`src/sv/assert_macros.svh`:
```
`ifndef ASSERT_MACROS_SVH
`define ASSERT_MACROS_SVH

// Checked only out of reset.
`define WGM_ASSERT(label, prop) \
  label: assert property (@(posedge clk_i) disable iff (!rst_ni) prop) \
    else $error("wgm assertion failed");

// Checked at every edge, reset included.
`define WGM_ASSERT_ALWAYS(label, prop) \
  label: assert property (@(posedge clk_i) prop) \
    else $error("wgm assertion failed");

`endif

```
`src/sv/wgm_pkg.sv`:
```
`default_nettype none

package wgm_pkg;

  localparam int unsigned CharW        = 8;
  localparam int unsigned WordW        = 64;
  localparam int unsigned NumWords     = 4;
  localparam int unsigned PatternSlots = 32;
  localparam int unsigned LenW         = 6;
  localparam int unsigned CfgIdxW      = 3;
  localparam int unsigned QDepth       = 2;

  localparam logic [CharW-1:0] CharStar   = 8'h2A;
  localparam logic [CharW-1:0] CharQuery  = 8'h3F;
  localparam logic [CharW-1:0] LowerA     = 8'd97;
  localparam logic [CharW-1:0] LowerZ     = 8'd122;
  localparam logic [CharW-1:0] CaseOffset = 8'd32;

  typedef enum logic [CfgIdxW-1:0] {
    REG_WORD_A = 3'd0,
    REG_WORD_B = 3'd1,
    REG_WORD_C = 3'd2,
    REG_WORD_D = 3'd3,
    REG_LENGTH = 3'd4
  } reg_idx_e;

  typedef struct packed {
    logic                 last;
    logic [CharW-1:0]     ch;
  } item_t;

  typedef struct packed {
    logic                 we;
    logic [CfgIdxW-1:0]   idx;
    logic [WordW-1:0]     data;
  } cfg_wr_t;

  function automatic logic [CharW-1:0] fold_case(input logic [CharW-1:0] c);
    if (c >= LowerA && c <= LowerZ) begin
      return c - CaseOffset;
    end
    return c;
  endfunction

endpackage

`default_nettype wire

```
`src/sv/wgm_intf.sv`:
```
`default_nettype none

interface wgm_text_if;
  logic       valid;
  logic       ready;
  logic [7:0] text_char;

  modport source (output valid, output text_char, input ready);
  modport sink (input valid, input text_char, output ready);
endinterface

interface wgm_result_if;
  logic valid;
  logic ready;
  logic matched;

  modport source (output valid, output matched, input ready);
  modport sink (input valid, input matched, output ready);
endinterface

`default_nettype wire

```
`src/sv/wildcard_glob_matcher.sv`:
```
`default_nettype none

// Case-insensitive glob matcher: text bytes stream in one transaction each;
// '*' matches any run, '?' one character, letters compare case-folded. A zero
// byte ends the text and yields one result transaction with matched, after
// which matching restarts at the pattern head. One byte per cycle unless a
// result stalls; a byte is queued when accepted and processed at the earliest
// in the next cycle, and a zero byte's result shows in the cycle after it is
// processed. The per-byte update with star closure is one PATTERN_MAX+1 bit
// carry chain. The pattern must be written through the cfg port while no text
// is in flight (unchecked); effective length is min(length, PATTERN_MAX, 32).
module wildcard_glob_matcher #(
  parameter int unsigned PATTERN_MAX = 32
) (
  input  wire logic                        clk_i,
  input  wire logic                        rst_ni,
  wgm_text_if.sink                         text_in,
  wgm_result_if.source                     result_out,
  input  wire logic                        cfg_we_i,
  input  wire logic [wgm_pkg::CfgIdxW-1:0] cfg_idx_i,
  input  wire logic [wgm_pkg::WordW-1:0]   cfg_data_i
);
  import wgm_pkg::*;

  item_t   front_item, q_item;
  logic    push, full, q_valid, pop;
  cfg_wr_t cfg;

  assign cfg.we   = cfg_we_i;
  assign cfg.idx  = cfg_idx_i;
  assign cfg.data = cfg_data_i;

  wgm_front u_front (
    .text_in (text_in),
    .full_i  (full),
    .item_o  (front_item),
    .push_o  (push)
  );

  wgm_queue u_queue (
    .clk_i   (clk_i),
    .rst_ni  (rst_ni),
    .push_i  (push),
    .item_i  (front_item),
    .full_o  (full),
    .pop_i   (pop),
    .valid_o (q_valid),
    .item_o  (q_item)
  );

  wgm_back #(
    .PATTERN_MAX (PATTERN_MAX)
  ) u_back (
    .clk_i      (clk_i),
    .rst_ni     (rst_ni),
    .cfg_i      (cfg),
    .q_valid_i  (q_valid),
    .q_item_i   (q_item),
    .pop_o      (pop),
    .result_out (result_out)
  );

endmodule

`default_nettype wire

```
`src/sv/wgm_front.sv`:
```
`default_nettype none

module wgm_front (
  wgm_text_if.sink        text_in,
  input  wire logic       full_i,
  output wgm_pkg::item_t  item_o,
  output logic            push_o
);
  import wgm_pkg::*;

  assign text_in.ready = !full_i;
  assign push_o        = text_in.valid && !full_i;

  always_comb begin
    item_o.last = (text_in.text_char == '0);
    item_o.ch   = fold_case(text_in.text_char);
  end

endmodule

`default_nettype wire

```
`src/sv/wgm_queue.sv`:
```
`default_nettype none

module wgm_queue (
  input  wire logic            clk_i,
  input  wire logic            rst_ni,
  input  wire logic            push_i,
  input  wire wgm_pkg::item_t  item_i,
  output logic                 full_o,
  input  wire logic            pop_i,
  output logic                 valid_o,
  output wgm_pkg::item_t       item_o
);
  import wgm_pkg::*;

  localparam int unsigned PtrW = $clog2(QDepth);
  localparam int unsigned CntW = $clog2(QDepth + 1);

  item_t            mem_q [QDepth];
  logic [PtrW-1:0]  wptr_q, wptr_d;
  logic [PtrW-1:0]  rptr_q, rptr_d;
  logic [CntW-1:0]  count_q, count_d;

  assign full_o  = (count_q == CntW'(QDepth));
  assign valid_o = (count_q != '0);
  assign item_o  = mem_q[rptr_q];

  always_comb begin
    wptr_d  = wptr_q;
    rptr_d  = rptr_q;
    count_d = count_q;
    if (push_i) begin
      wptr_d = (wptr_q == PtrW'(QDepth - 1)) ? '0 : wptr_q + 1'b1;
    end
    if (pop_i) begin
      rptr_d = (rptr_q == PtrW'(QDepth - 1)) ? '0 : rptr_q + 1'b1;
    end
    priority if (push_i && !pop_i) begin
      count_d = count_q + 1'b1;
    end else if (pop_i && !push_i) begin
      count_d = count_q - 1'b1;
    end
  end

  always_ff @(posedge clk_i or negedge rst_ni) begin
    if (!rst_ni) begin
      wptr_q  <= '0;
      rptr_q  <= '0;
      count_q <= '0;
    end else begin
      wptr_q  <= wptr_d;
      rptr_q  <= rptr_d;
      count_q <= count_d;
    end
  end

  always_ff @(posedge clk_i) begin
    if (push_i) begin
      mem_q[wptr_q] <= item_i;
    end
  end

`include "assert_macros.svh"

  `WGM_ASSERT_ALWAYS(a_count_bound, !rst_ni || (count_q <= CntW'(QDepth)))
  `WGM_ASSERT(a_count_up, push_i && !pop_i |=> count_q == $past(count_q) + 1'b1)

endmodule

`default_nettype wire

```
`src/sv/wgm_back.sv`:
```
`default_nettype none

module wgm_back #(
  parameter int unsigned PATTERN_MAX = 32
) (
  input  wire logic             clk_i,
  input  wire logic             rst_ni,
  input  wire wgm_pkg::cfg_wr_t cfg_i,
  input  wire logic             q_valid_i,
  input  wire wgm_pkg::item_t   q_item_i,
  output logic                  pop_o,
  wgm_result_if.source          result_out
);
  import wgm_pkg::*;

  localparam int unsigned W      = PATTERN_MAX + 1;
  localparam int unsigned IdxW   = $clog2(W);
  localparam int unsigned LenCap = (PATTERN_MAX < PatternSlots) ? PATTERN_MAX : PatternSlots;

  logic [NumWords-1:0][WordW-1:0] word_q;
  logic [LenW-1:0]                len_q;
  logic [LenW-1:0]                len_eff;

  logic [W-1:0] active_q, active_d;
  logic [W-1:0] star_v, adv_v, set_star, carries, cur;
  logic [W-1:0] sum;
  logic         out_valid_q;
  logic         matched_q;
  logic         out_free;
  logic         end_pop;
  logic         hit;

  always_comb begin
    len_eff = len_q;
    if (len_q > LenW'(LenCap)) begin
      len_eff = LenW'(LenCap);
    end
  end

  for (genvar p = 0; p < W; p++) begin : g_pos
    if (p < PatternSlots) begin : g_slot
      logic [CharW-1:0] pchar;
      logic             in_len;
      assign pchar     = fold_case(word_q[p / 8][(p % 8) * 8 +: 8]);
      assign in_len    = LenW'(p) < len_eff;
      assign star_v[p] = in_len && (pchar == CharStar);
      assign adv_v[p]  = in_len && (pchar != CharStar) &&
                         ((pchar == CharQuery) || (pchar == q_item_i.ch));
    end else begin : g_none
      assign star_v[p] = 1'b0;
      assign adv_v[p]  = 1'b0;
    end
  end

  // Star closure as a carry chain: star positions propagate, set stars generate.
  assign set_star = active_q & star_v;
  assign sum      = set_star + star_v;
  assign carries  = sum ^ set_star ^ star_v;
  assign cur      = active_q | carries;
  assign active_d = (cur & star_v) | ((cur & adv_v) << 1);
  assign hit      = cur[len_eff[IdxW-1:0]];

  assign out_free = !out_valid_q || result_out.ready;
  assign pop_o    = q_valid_i && (!q_item_i.last || out_free);
  assign end_pop  = pop_o && q_item_i.last;

  assign result_out.valid   = out_valid_q;
  assign result_out.matched = matched_q;

  always_ff @(posedge clk_i or negedge rst_ni) begin
    if (!rst_ni) begin
      word_q      <= '0;
      len_q       <= '0;
      active_q    <= W'(1);
      out_valid_q <= 1'b0;
    end else begin
      if (cfg_i.we) begin
        unique case (cfg_i.idx)
          REG_WORD_A: word_q[0] <= cfg_i.data;
          REG_WORD_B: word_q[1] <= cfg_i.data;
          REG_WORD_C: word_q[2] <= cfg_i.data;
          REG_WORD_D: word_q[3] <= cfg_i.data;
          REG_LENGTH: len_q     <= cfg_i.data[LenW-1:0];
          default: ;
        endcase
      end
      if (pop_o) begin
        active_q <= q_item_i.last ? W'(1) : active_d;
      end
      if (end_pop) begin
        out_valid_q <= 1'b1;
      end else if (result_out.ready) begin
        out_valid_q <= 1'b0;
      end
    end
  end

  always_ff @(posedge clk_i) begin
    if (end_pop) begin
      matched_q <= hit;
    end
  end

`include "assert_macros.svh"

  `WGM_ASSERT(a_end_restarts, end_pop |=> (active_q == W'(1)) && out_valid_q)
  `WGM_ASSERT(a_no_pop_empty, !q_valid_i |-> !pop_o)

endmodule

`default_nettype wire
```
`src/flat_wrapper.sv`:
```
// flat-port wrapper written by rule: the top's interface ports become plain ports
module wildcard_glob_matcher_flat import wgm_pkg::*;
#(
  parameter int unsigned PATTERN_MAX = 32
)
  (clk_i, rst_ni, cfg_we_i, cfg_idx_i, cfg_data_i, text_in_valid, text_in_text_char, text_in_ready, result_out_valid, result_out_matched, result_out_ready);
  wgm_text_if text_in_i ();
  wgm_result_if result_out_i ();
  input  wire logic clk_i;
  input  wire logic rst_ni;
  input  wire logic cfg_we_i;
  input  wire logic [wgm_pkg::CfgIdxW-1:0] cfg_idx_i;
  input  wire logic [wgm_pkg::WordW-1:0] cfg_data_i;
  input wire logic [$bits(text_in_i.valid)-1:0] text_in_valid;
  input wire logic [$bits(text_in_i.text_char)-1:0] text_in_text_char;
  output wire logic [$bits(text_in_i.ready)-1:0] text_in_ready;
  output wire logic [$bits(result_out_i.valid)-1:0] result_out_valid;
  output wire logic [$bits(result_out_i.matched)-1:0] result_out_matched;
  input wire logic [$bits(result_out_i.ready)-1:0] result_out_ready;
  assign text_in_i.valid = text_in_valid;
  assign text_in_i.text_char = text_in_text_char;
  assign text_in_ready = text_in_i.ready;
  assign result_out_valid = result_out_i.valid;
  assign result_out_matched = result_out_i.matched;
  assign result_out_i.ready = result_out_ready;
  wildcard_glob_matcher #(.PATTERN_MAX(PATTERN_MAX)) u_core (.clk_i(clk_i), .rst_ni(rst_ni), .text_in(text_in_i), .result_out(result_out_i), .cfg_we_i(cfg_we_i), .cfg_idx_i(cfg_idx_i), .cfg_data_i(cfg_data_i));
endmodule
```
`config.mk`:
```
export PLATFORM = sky130hd
export DESIGN_NAME = wildcard_glob_matcher_flat
export DESIGN_NICKNAME = d
export VERILOG_FILES = /design/src/sv/wgm_pkg.sv /design/src/sv/wgm_intf.sv /design/src/sv/wildcard_glob_matcher.sv /design/src/sv/wgm_front.sv /design/src/sv/wgm_queue.sv /design/src/sv/wgm_back.sv /design/src/flat_wrapper.sv
export VERILOG_INCLUDE_DIRS = /design/src /design/src/sv
export SDC_FILE = /design/constraint.sdc
export NUM_CORES = 1
export LEC_CHECK = 0
export BUFFER_PORTS_ARGS = -buffer_cell sky130_fd_sc_hd__buf_2
export CELL_PAD_IN_SITES_DETAIL_PLACEMENT = 0
export CELL_PAD_IN_SITES_GLOBAL_PLACEMENT = 1
export CORE_UTILIZATION = 53
export DETAILED_ROUTE_END_ITERATION = 12
export GPL_TIMING_DRIVEN = 0
export PLACE_DENSITY_LB_ADDON = 0.3
export SYNTH_ARGS = -nofsm -noshare
export SYNTH_HDL_FRONTEND = slang
export SYNTH_HIERARCHICAL = 1
export SYNTH_SLANG_ARGS = --single-unit
export TNS_END_PERCENT = 30
```
`constraint.sdc`:
```
create_clock -name clk_i -period 8.4 [get_ports clk_i]
set_clock_uncertainty 0.1 [all_clocks]
set_input_delay 1.68 -clock clk_i [delete_from_list [all_inputs] [get_ports clk_i]]
set_output_delay 1.68 -clock clk_i [all_outputs]
set_load 0.02 [all_outputs]
```
==> impl_results.md, run 1 <==
- Slowest CP cell: buf_1
- Non-filler cells, final: 3093
- Worst-Margin Slew: 1.53 ns
- Post-synth top cells: dfrtp_1, nand2_1, mux2_2
- Initial antenna violation count: 3
- Number of port buffers: 82
- Endpoint type of the worst setup path: flip-flop
- Clock power frac: 0.250
- Setup bufs post-CTS: 0
- Initial core utilization: 0.539
- Relative slew slack: -0.0207
- R2r setup slk: 2.91 ns
- FILL cells: 3575
- Max cap viols: 3
- Combinational share of power: 0.417
- Switch Pwr: 2910 uW
- Gr usage total: 0.418
- Syn Inst Count: 2409
- Ant. Diodes: 0
- 1st-pass router iterations: 6
- DR iter-0 viols: 2738
- Clk_lat worst skew: 0.56 ns
- Crit path time final: 5.49 ns
- Max-slew violation count: 11
- Total CTS buffers: 38
- Worst-case clock buffer depth: 3
- I/O pin cnt: 83
- Layout net count: 2649
- Die width: 206 um
- Placed wire-length estimate: 64.7 mm
- Setup Viol. Count Final: 0
- Synthesized area per cell: 9.16 sq um
- Part of the power in registers: 0.333
- DRC viols: 0
- Worst hold start: u_core/u_back/active_q[32]
- Status: complete, but fails checks
- Synth cell types: 106
- GRT Residual Overflow: 0
- Die height: 206 um
- Final core occ: 0.599
- WS Path Type: flip-flop to flip-flop
- Net Sw Frac: 0.424
- Hold-fix buffers, CTS: 0
- Largest stage delay on the critical path: 1.14 ns
- Delay-heaviest family, CP: buffers and inverters
- Hold path endpoint: u_core/u_back/active_q[32]
- Worst r2r path cells: 11
- Core Footprint: 0.0409 sq mm
- Internal Power: 3950 uW
- Critical path's most frequent cell: buf_1
- Area fraction of the dominant cell type after synthesis: 0.339
- Violated checks: capacitance limit, slew limit
- Largest net degree at the start of global routing: 118
- Final count of hold timing violations: 0
- Clock transition at the registers of the reported paths: 0.06 ns
- CTS H-tree depth: 2
- Crit Path Max Fanout: 10
- Post-synth EDFFs: 19
- TritonCTS clock tree: done
- Most common cell in the synthesized netlist: dfrtp_1
- Final Instance Area: 0.0245 sq mm
- Post-synth ARST share: 0.940
- DRT Wirelength: 88.3 mm
- Via count: 21000
- Seq/Total Area, Yosys: 0.366
- Critical path arrival: 5.87 ns
- Synth area leaders: dfrtp_1, mux2_2, xnor2_1, xor2_1, nand2_1
- Synth area leader: dfrtp_1
- Gates resized, CTS repair: 0
- Reg2reg start: u_core/u_queue/rptr_q
- Hold Path Depth: 1
- Ys Warns: 6
- Synthesized flop and latch total: 319
- Highest clock rate: 182 MHz
- Mean number of vias per cell: 6.79
- Class of the tightest hold or removal check: flip-flop to flip-flop
- First-pass GRT wire length: 128 mm
- Required @ worst endpoint: 8.77 ns
- Post-Syn Nets: 2524
- Share of cells above drive strength 1: 0.172
- Max rail drop VDD: 0.220 mV
- LEAKAGE: 0.00977 uW
- Synthesized area: 0.0221 sq mm
- RePlAce Congestion: 1.08
- Remaining antenna violation count: 0
- Syn-to-layout area delta: 11.1%
- # clock sinks: 319
- RSZ-0062 raised after global routing: false
- Crit-path cells: buf_6 -> mux2_4 -> clkbuf_1 -> buf_1 -> buf_1 -> xnor2_1 -> nand4_1 -> nor3_1 -> a41oi_1 -> o41ai_1 -> a22o_1
- Buffers and inverters on the worst path: 4
- Inst Count DP: 3026
- Final worst-path cycle share: 0.654
- Cell Pwr Density: 280 mW/mm^2
- Row cnt: 74
- Worst R2R End: u_core/u_back/active_q[3]
- Root Buffer: clkbuf_16
- Prevailing post-synth register cell: dfrtp_1
- DR WL/cell: 28.5 um
- Dpl cell area: 0.0232 sq mm
- Critical Path Source Type: flip-flop
- Vias in the first global route: 19600
- DIE AREA: 0.0425 sq mm
==> logic make-up after synthesis <==
family                   share of synthesized area
AO/OA/AOI/OAI                                0.173
XOR/XNOR                                     0.104
adder cells (fa/ha/maj)                     0.0198
buffers and inverters                       0.0440
flip-flops                                   0.366
multiplexers                                 0.111
AND/OR/NAND/NOR                              0.183
==> cells in the final DEF, fill, tap and decap left out, types with 17 or more instances in the layout <==
cell       count
and3_1        20
a21oi_1      134
a21o_1        26
dfrtp_1      299
nor3_1        92
nor2_1       135
a31oi_1       39
nor2b_1       17
nor4_1        47
or4_1         17
edfxtp_1      19
o21ai_0      126
inv_1        108
a211oi_1      20
xor2_1       127
nand3_1       71
clkbuf_16     41
nand4_1       36
ha_1          35
buf_2         98
clkbuf_1      84
nand2_1      213
or3_1         26
mux2_2       205
buf_1         22
o31ai_1       22
xnor2_1      134
==> power groups by stage <==
stage	Sequential, uW	Clock, uW	Combinational, uW
finish	2280	1720	2860
global route	2330	1800	3020
CTS	2260	1730	2780
detailed placement	2290	0	2760
global placement	2270	0	2690
floorplan	2180	0	1860
==> layer usage <==
layer	wire length (um)	vias up	track usage
met5	24	-	0
met4	4680	4	0.204
met3	9590	247	0.0851
met2	37800	1288	0.620
met1	36200	10400	0.579
li1	-	9060	-
==> worst reg2reg max path, stage by stage (launching register included) <==
cell and delay [ns]:
dfrtp_1 0.37, buf_6 0.16, mux2_4 0.20, clkbuf_1 0.61, buf_1 1.15, buf_1 1.12, xnor2_1 0.21, nand4_1 0.12
nor3_1 0.23, a41oi_1 0.19, o41ai_1 0.70, a22o_1 0.24
==> metrics by stage <==
stage	worst slack [ns]	setup TNS, ns	hold slack [ns]	power, uW
after floorplan	4.72	0	0.344	4040
after global placement	-0.187	-47.56	0.359	4950
after CTS	3.11	0	0.379	6770
after global routing	2.86	0	0.398	7150
after detailed placement	3.14	0	0.366	5040
final	2.91	0	0.381	6860
==> registers in the layout, summed over array words and instances (netlist names) <==
register	cells
u_core/u_queue/rptr_q	1
u_core/u_back/result_out.valid	1
u_core/u_queue/mem_q	18
u_core/u_back/result_out.matched	1
u_core/u_back/word_q	256
u_core/u_queue/wptr_q	1
u_core/u_back/len_q	6
u_core/u_queue/count_q	2
u_core/u_back/active_q	33
==> worst max-delay path by stage <==
stage,from,to,slack [ns],cells past startpoint
after detailed placement,u_core/u_queue/rptr_q,u_core/u_back/active_q[3],3.14,11
after global placement,rst_ni,u_core/u_back/word_q[210],-0.19,1
final,u_core/u_queue/rptr_q,u_core/u_back/active_q[3],2.91,11
after CTS,u_core/u_queue/rptr_q,u_core/u_back/active_q[3],3.11,11
after floorplan,u_core/u_back/len_q[3],u_core/u_back/result_out.matched,4.72,15
after global routing,u_core/u_back/word_q[28],u_core/u_back/result_out.matched,2.86,12
==> final cells by class <==
cell class,instances,area [sq um],area share
buffer,133,578,0.0236
inverter,108,405,0.0165
clock buffer,50,1080,0.0440
clock inverter,17,200,0.00816
timing repair buffer,85,490,0.0200
tap,532,666,0.0271
sequential,319,8080,0.329
multi-input combinational,1849,13000,0.531
(Power assumes the default switching activity.)
==> run 2, diff against run 1 <==
--- a/config.mk
+++ b/config.mk
@@ -9,7 +9,7 @@
 export BUFFER_PORTS_ARGS = -buffer_cell sky130_fd_sc_hd__buf_2
 export CELL_PAD_IN_SITES_DETAIL_PLACEMENT = 0
 export CELL_PAD_IN_SITES_GLOBAL_PLACEMENT = 1
-export CORE_UTILIZATION = 53
+export CORE_UTILIZATION = 45
 export DETAILED_ROUTE_END_ITERATION = 12
 export GPL_TIMING_DRIVEN = 0
 export PLACE_DENSITY_LB_ADDON = 0.3
==> constraint.sdc (replaced) <==
create_clock -name clk_i -period 4.8 [get_ports clk_i]
set_clock_uncertainty 0.1 [all_clocks]
set_input_delay 0.96 -clock clk_i [delete_from_list [all_inputs] [get_ports clk_i]]
set_output_delay 0.96 -clock clk_i [all_outputs]
set_load 0.02 [all_outputs]
==> impl_results.md, run 2 (synthesis gave the netlist of run 1 again) <==
- Class of the tightest hold or removal check: input pin to async pin
- Crit Path Max Fanout: 10 (unchanged)
- Share of cells above drive strength 1: 0.182 (+0.0103)
- DR WL/cell: 28.5 um (-0.21%)
- First-pass GRT wire length: 132 mm (+2.7%)
- Violated checks: setup timing
- CTS H-tree depth: 2 (unchanged)
- Crit path time final: 4.89 ns (-0.605 ns)
- Cell Pwr Density: 492 mW/mm^2 (+76%)
- TritonCTS clock tree: done
- DR iter-0 viols: 2297 (-16%)
- Vias in the first global route: 19600 (+0.20%)
- Critical path arrival: 5.20 ns (-0.67 ns)
- Most common cell after layout, fill and taps aside: dfrtp_1
- Syn-to-layout area delta: 13.0%
- Placed wire-length estimate: 67.0 mm (+3.6%)
- Number of port buffers: 82 (unchanged)
- Remaining antenna violation count: 0 (unchanged)
- 1st-pass router iterations: 5 (-1)
- RePlAce Congestion: 1.03 (-4.3%)
- Die width: 223 um (+8.4%)
- R2r setup slk: -0.09 ns (-3.00 ns)
- Reg2reg start: u_core/u_queue/rptr_q
- DIE AREA: 0.0499 sq mm (+18%)
- Dpl cell area: 0.0234 sq mm (+0.68%)
- Inst Count DP: 3110 (+2.8%)
- Initial core utilization: 0.459 (-0.0800)
- Die height: 223 um (+8.4%)
- Endpoint type of the worst setup path: flip-flop
- Row cnt: 80 (+8.1%)
- Hold-fix buffers, CTS: 0 (unchanged)
- Final worst-path cycle share: 1.02 (+0.365)
- RSZ-0062 raised after global routing: true
- Final Instance Area: 0.0249 sq mm (+1.7%)
- Most frequent cells in the layout: dfrtp_1, nand2_1, mux2_2
- LEAKAGE: 0.00989 uW (+1.2%)
- Max cap viols: 0 (-3)
- Required @ worst endpoint: 5.11 ns (-3.66 ns)
- Worst R2R End: u_core/u_back/active_q[11]
- Fin worst setup slack: -0.0901 ns (-3.00 ns)
- Worst-Margin Slew: 1.43 ns (-0.100 ns)
- Largest regs: u_core/u_back/word_q: 256 flops, u_core/u_back/active_q: 33 flops, u_core/u_queue/mem_q: 18 flops
- # clock sinks: 319 (unchanged)
- Root Buffer: clkbuf_16
- Setup Viol. Count Final: 2 (+2)
- DRT Wirelength: 90.7 mm (+2.8%)
- Max-slew violation count: 0 (-11)
- Gr usage total: 0.361 (-0.0565)
- Layout net count: 2654 (+0.19%)
- GRT Residual Overflow: 0 (unchanged)
- I/O pin cnt: 83 (unchanged)
- Relative slew slack: 0.0460 (+0.0667)
- Max rail drop VDD: 0.465 mV (+110%)
- Initial antenna violation count: 0 (-3)
- Clk_lat worst skew: 0.57 ns (about the same)
- Critical Path Source Type: flip-flop
- Final count of hold timing violations: 0 (unchanged)
- Worst-case clock buffer depth: 3 (unchanged)
- DRC viols: 0 (unchanged)
- Mean number of vias per cell: 6.53 (-3.7%)
- Non-filler cells, final: 3186 (+3.0%)
- Largest net degree at the start of global routing: 99 (-16%)
- Max FFs per register: 256 (unchanged)
- Status: complete, but fails checks
- Total CTS buffers: 39 (+2.6%)
- WS Path Type: flip-flop to flip-flop
- Highest clock rate: 204 MHz (+12%)
- Setup tns final: -0.108 ns (-0.108 ns)
- Clock transition at the registers of the reported paths: 0.07 ns (about the same)
- Via count: 20800 (-0.80%)
- Worst r2r path cells: 13 (+2)
- Top reg by flops: u_core/u_back/word_q
- Core Footprint: 0.0480 sq mm (+17%)
run 2: cell types whose count changed in the layout (fill, tap and decap cells not counted), moves of 3 or more:
cell / delta
buf_1: -3
clkbuf_1: -6
clkbuf_2: +3
clkbuf_8: +5
inv_6: +3
nor4_1: -3
nor4_4: +4
run 2: repair_timing:
| action | in CTS | in global routing |
|---|---|---|
| gates resized for setup | 12 | 12 |
| gates cloned | 0 | 0 |
| endpoints found under the setup margin | 14 | 5 |
| pin swaps | 0 | 2 |
| setup buffers | 0 | 2 |
run 2: critical path, cell delays in order, from the launching register on:
cell	delay, ns
dfrtp_1	0.37
buf_6	0.16
mux2_4	0.20
clkbuf_1	0.39
buf_1	1.10
clkbuf_2	0.79
xnor2_1	0.19
nor4_1	0.07
nand3_1	0.11
a21oi_1	0.05
o221ai_1	0.79
nor2_1	0.12
a21oi_1	0.17
o22ai_1	0.09
run 2: worst max path at each step:
stage / from / to / slack, ns / cells after the start
final: u_core/u_queue/rptr_q / u_core/u_back/active_q[11] / -0.09 / 13
after global routing: u_core/u_back/word_q[11] / u_core/u_back/result_out.matched / -0.05 / 16
after CTS: u_core/u_back/len_q[4] / u_core/u_back/result_out.matched / 0.009 / 15
after detailed placement: u_core/u_back/len_q[4] / u_core/u_back/result_out.matched / -0.36 / 14
after global placement: rst_ni / u_core/u_back/word_q[198] / -3.13 / 1
after floorplan: u_core/u_back/len_q[3] / u_core/u_back/result_out.matched / 1.12 / 15
run 2: stage by stage:
| step | total power [uW] | worst slack (ns) | hold slack (ns) | utilization |
|---|---|---|---|---|
| floorplan | 7070 | 1.12 | 0.344 | - |
| global placement | 8760 | -3.13 | 0.353 | 0.484 |
| detailed placement | 8880 | -0.359 | 0.361 | 0.487 |
| CTS | 12100 | 0.00878 | 0.215 | 0.517 |
| global route | 12800 | -0.0530 | 0.247 | 0.519 |
| finish | 12300 | -0.0901 | 0.213 | 0.519 |
run 2: metal layers:
metal / GRT usage / vias up / part of all wire / routed length (um)
met5: 0 / - / 0 / 0
met4: 0.155 / 0 / 0.046 / 4220
met3: 0.0827 / 206 / 0.097 / 8790
met2: 0.532 / 1038 / 0.43 / 38800
met1: 0.507 / 10500 / 0.43 / 39000
li1: - / 9105 / - / -
run 2: layout make-up:
class	count	area, sq um
multi-input combinational	1849	13100
fill	4434	23100
timing repair buffer	89	573
sequential	319	8080
clock buffer	51	1110
buffer	133	598
inverter	108	405
tap	615	769
clock inverter	21	268
antenna	1	2.50
run 2: where the power goes:
| group | internal [uW] | total [uW] | switching (uW) |
|---|---|---|---|
| Combinational | 1860 | 5070 | 3210 |
| Clock | 1920 | 3200 | 1280 |
| Sequential | 3280 | 4000 | 726 |
| Total | 7050 | 12300 | 5220 |
==> run 3, diff against run 2 <==
--- a/config.mk
+++ b/config.mk
@@ -9,10 +9,11 @@
 export BUFFER_PORTS_ARGS = -buffer_cell sky130_fd_sc_hd__buf_2
 export CELL_PAD_IN_SITES_DETAIL_PLACEMENT = 0
 export CELL_PAD_IN_SITES_GLOBAL_PLACEMENT = 1
-export CORE_UTILIZATION = 45
+export CORE_UTILIZATION = 32
 export DETAILED_ROUTE_END_ITERATION = 12
 export GPL_TIMING_DRIVEN = 0
 export PLACE_DENSITY_LB_ADDON = 0.3
+export SETUP_SLACK_MARGIN = 0.1
 export SYNTH_ARGS = -nofsm -noshare
 export SYNTH_HDL_FRONTEND = slang
 export SYNTH_HIERARCHICAL = 1
==> impl_results.md, run 3 (synthesis gave the netlist of run 1 again) <==
- Initial antenna violation count: 3 (+3)
- Via count: 20500 (-1.3%)
- Required @ worst endpoint: 4.99 ns (-0.12 ns)
- Internal Power: 7010 uW (-0.64%)
- Switch Pwr: 5300 uW (+1.7%)
- 1st-pass router iterations: 6 (+1)
- Setup Viol. Count Final: 0 (-2)
- Top reg by flops: u_core/u_back/word_q
- First-pass GRT wire length: 139 mm (+6.0%)
- Endpoint type of the worst setup path: flip-flop
- Largest net degree at the start of global routing: 112 (+13%)
- Max FFs per register: 256 (unchanged)
- Gr usage total: 0.274 (-0.0877)
- Non-filler cells, final: 3444 (+8.1%)
- Final count of hold timing violations: 0 (unchanged)
- Cell Pwr Density: 487 mW/mm^2 (-0.99%)
- Row cnt: 95 (+19%)
- Worst-Margin Slew: 1.42 ns (-0.0123 ns)
- Layout net count: 2655 (+0.038%)
- CTS H-tree depth: 2 (unchanged)
- Max rail drop VDD: 0.251 mV (-46%)
- DRC viols: 0 (unchanged)
- Most frequent cells in the layout: dfrtp_1, nand2_1, mux2_2
- RePlAce Congestion: 0.991 (-4.1%)
- Part of the power in registers: 0.326 (about the same)
- R2r setup slk: 0.1 ns (+0.19 ns)
- Placed wire-length estimate: 72.4 mm (+8.0%)
- Net Sw Frac: 0.431 (+0.00573)
- Class of the tightest hold or removal check: input pin to async pin
- Critical Path Source Type: flip-flop
- Share of cells above drive strength 1: 0.189 (+0.00654)
- DR iter-0 viols: 1969 (-14%)
- Final Instance Area: 0.0253 sq mm (+1.4%)
- TritonCTS clock tree: done
- I/O pin cnt: 83 (unchanged)
- Remaining antenna violation count: 0 (unchanged)
- Mean number of vias per cell: 5.97 (-8.7%)
- Crit. Startpoint: u_core/u_back/len_q[1]
- Total CTS buffers: 40 (+2.6%)
- WS Path Type: flip-flop to flip-flop
- Largest regs: u_core/u_back/word_q: 256 flops, u_core/u_back/active_q: 33 flops, u_core/u_queue/mem_q: 18 flops
- Number of port buffers: 82 (unchanged)
- DRT Wirelength: 96.7 mm (+6.6%)
- DIE AREA: 0.0700 sq mm (+40%)
- Clk_lat worst skew: 0.59 ns (+0.02 ns)
- Reg2reg start: u_core/u_back/len_q[1]
- Status: completed
- Vias in the first global route: 19700 (+0.79%)
- Final worst-path cycle share: 0.980 (-0.0388)
- Die width: 265 um (+18%)
- Clock transition at the registers of the reported paths: 0.06 ns (about the same)
- Clock power frac: 0.259 (about the same)
- Initial core utilization: 0.326 (-0.134)
- Max-slew violation count: 0 (unchanged)
- Root Buffer: clkbuf_16
- FILL cells: 6839 (+54%)
- Relative slew slack: 0.0542 (+0.00822)
- Max cap viols: 0 (unchanged)
- DR WL/cell: 28.1 um (-1.4%)
- Critical path arrival: 4.90 ns (-0.30 ns)
- Final Hold Slack: 0.298 ns (+0.0846 ns)
- Ant. Diodes: 0 (-1)
- Dpl cell area: 0.0237 sq mm (+1.4%)
- Worst-case clock buffer depth: 3 (unchanged)
- Combinational share of power: 0.415 (+0.002)
- Crit Path Max Fanout: 10 (unchanged)
- Highest clock rate: 213 MHz (+4.0%)
- # clock sinks: 319 (unchanged)
- Crit path time final: 4.70 ns (-0.186 ns)
- Inst Count DP: 3369 (+8.3%)
- RSZ-0062 raised after global routing: true
- GRT Residual Overflow: 0 (unchanged)
- Syn-to-layout area delta: 14.5%
- Worst r2r path cells: 12 (-1)
- Most common cell after layout, fill and taps aside: dfrtp_1
- LEAKAGE: 0.00993 uW (+0.44%)
- Die height: 265 um (+18%)
- Core Footprint: 0.0678 sq mm (+41%)
[run 3: changes by cell type in the layout (fill, tap and decap cells not counted), sizes merged]
cell      delta
bufinv       -1
inv          +3
clkinvlp     -5
buf          -1
diode        -1
clkinv       +5
[run 3: power groups by stage]
stage / logic [uW] / clock network (uW) / registers [uW]
global placement: 4870 / 0 / 3990
CTS: 5010 / 3260 / 3980
finish: 5110 / 3190 / 4010
floorplan: 3260 / 0 / 3810
global route: 5420 / 3360 / 4090
detailed placement: 4970 / 0 / 4020
[run 3: path summary, 6_finish.rpt]
| kind | to |
|---|---|
| setup reg to reg | u_core/u_back/result_out.matched |
| min in group clk_i | u_core/u_back/active_q[32] |
| hold / removal | u_core/u_back/word_q[228] |
| setup / recovery | u_core/u_back/result_out.matched |
| max in group asynchronous | u_core/u_back/word_q[73] |
| hold reg to reg | u_core/u_back/active_q[32] |
[run 3: layout make-up]
type / instances / area (sq um) / share of cell area
flip-flops and latches: 319 / 8080 / 0.320
plain buffers: 131 / 599 / 0.0237
well taps: 873 / 1090 / 0.0432
clock buffers: 50 / 1100 / 0.0435
repair buffers: 91 / 561 / 0.0222
multi-input cells: 1849 / 13200 / 0.521
clock inverters: 23 / 272 / 0.0107
inverters: 108 / 405 / 0.0160
[run 3: metrics by stage]
| stage | total power (uW) | setup TNS [ns] | worst slack (ns) | utilization |
|---|---|---|---|---|
| 2_1_floorplan | 7070 | 0 | 1.12 | - |
| 3_3_place_gp | 8860 | -998.05 | -3.35 | 0.348 |
| 3_5_place_dp | 8990 | -1.85 | -0.427 | 0.350 |
| 4_1_cts | 12300 | 0 | 0.0513 | 0.372 |
| 5_1_grt | 12900 | 0 | 0.0592 | 0.373 |
| 6_report | 12300 | 0 | 0.0960 | 0.373 |
[run 3: critical path: stages, from the launching register on]
cell	delay [ns]
dfrtp_1	0.38
buf_4	0.19
buf_2	0.21
o41ai_1	0.66
a2111oi_1	0.30
nand2_1	0.23
a21oi_1	0.09
o21ai_0	0.63
o41ai_2	0.32
a41o_1	0.36
a2111o_1	0.46
nor4_2	0.29
a31oi_2	0.18
[run 3: what timing repair did]
action / 4_1_cts / 5_1_grt
setup endpoints to repair: 18 / 7
hold buffers: 0 / 0
pin swaps: 2 / 2
setup buffers: 1 / 1
resized for setup: 22 / 25
[run 3: per-layer routing]
layer,up-vias,global-route usage,routed length [um],share of wire
met3,161,0.0415,7340,0.076
met5,-,0,0,0
li1,9104,-,-,-
met4,0,0.105,3940,0.041
met1,10400,0.383,42700,0.44
met2,876,0.424,42700,0.44
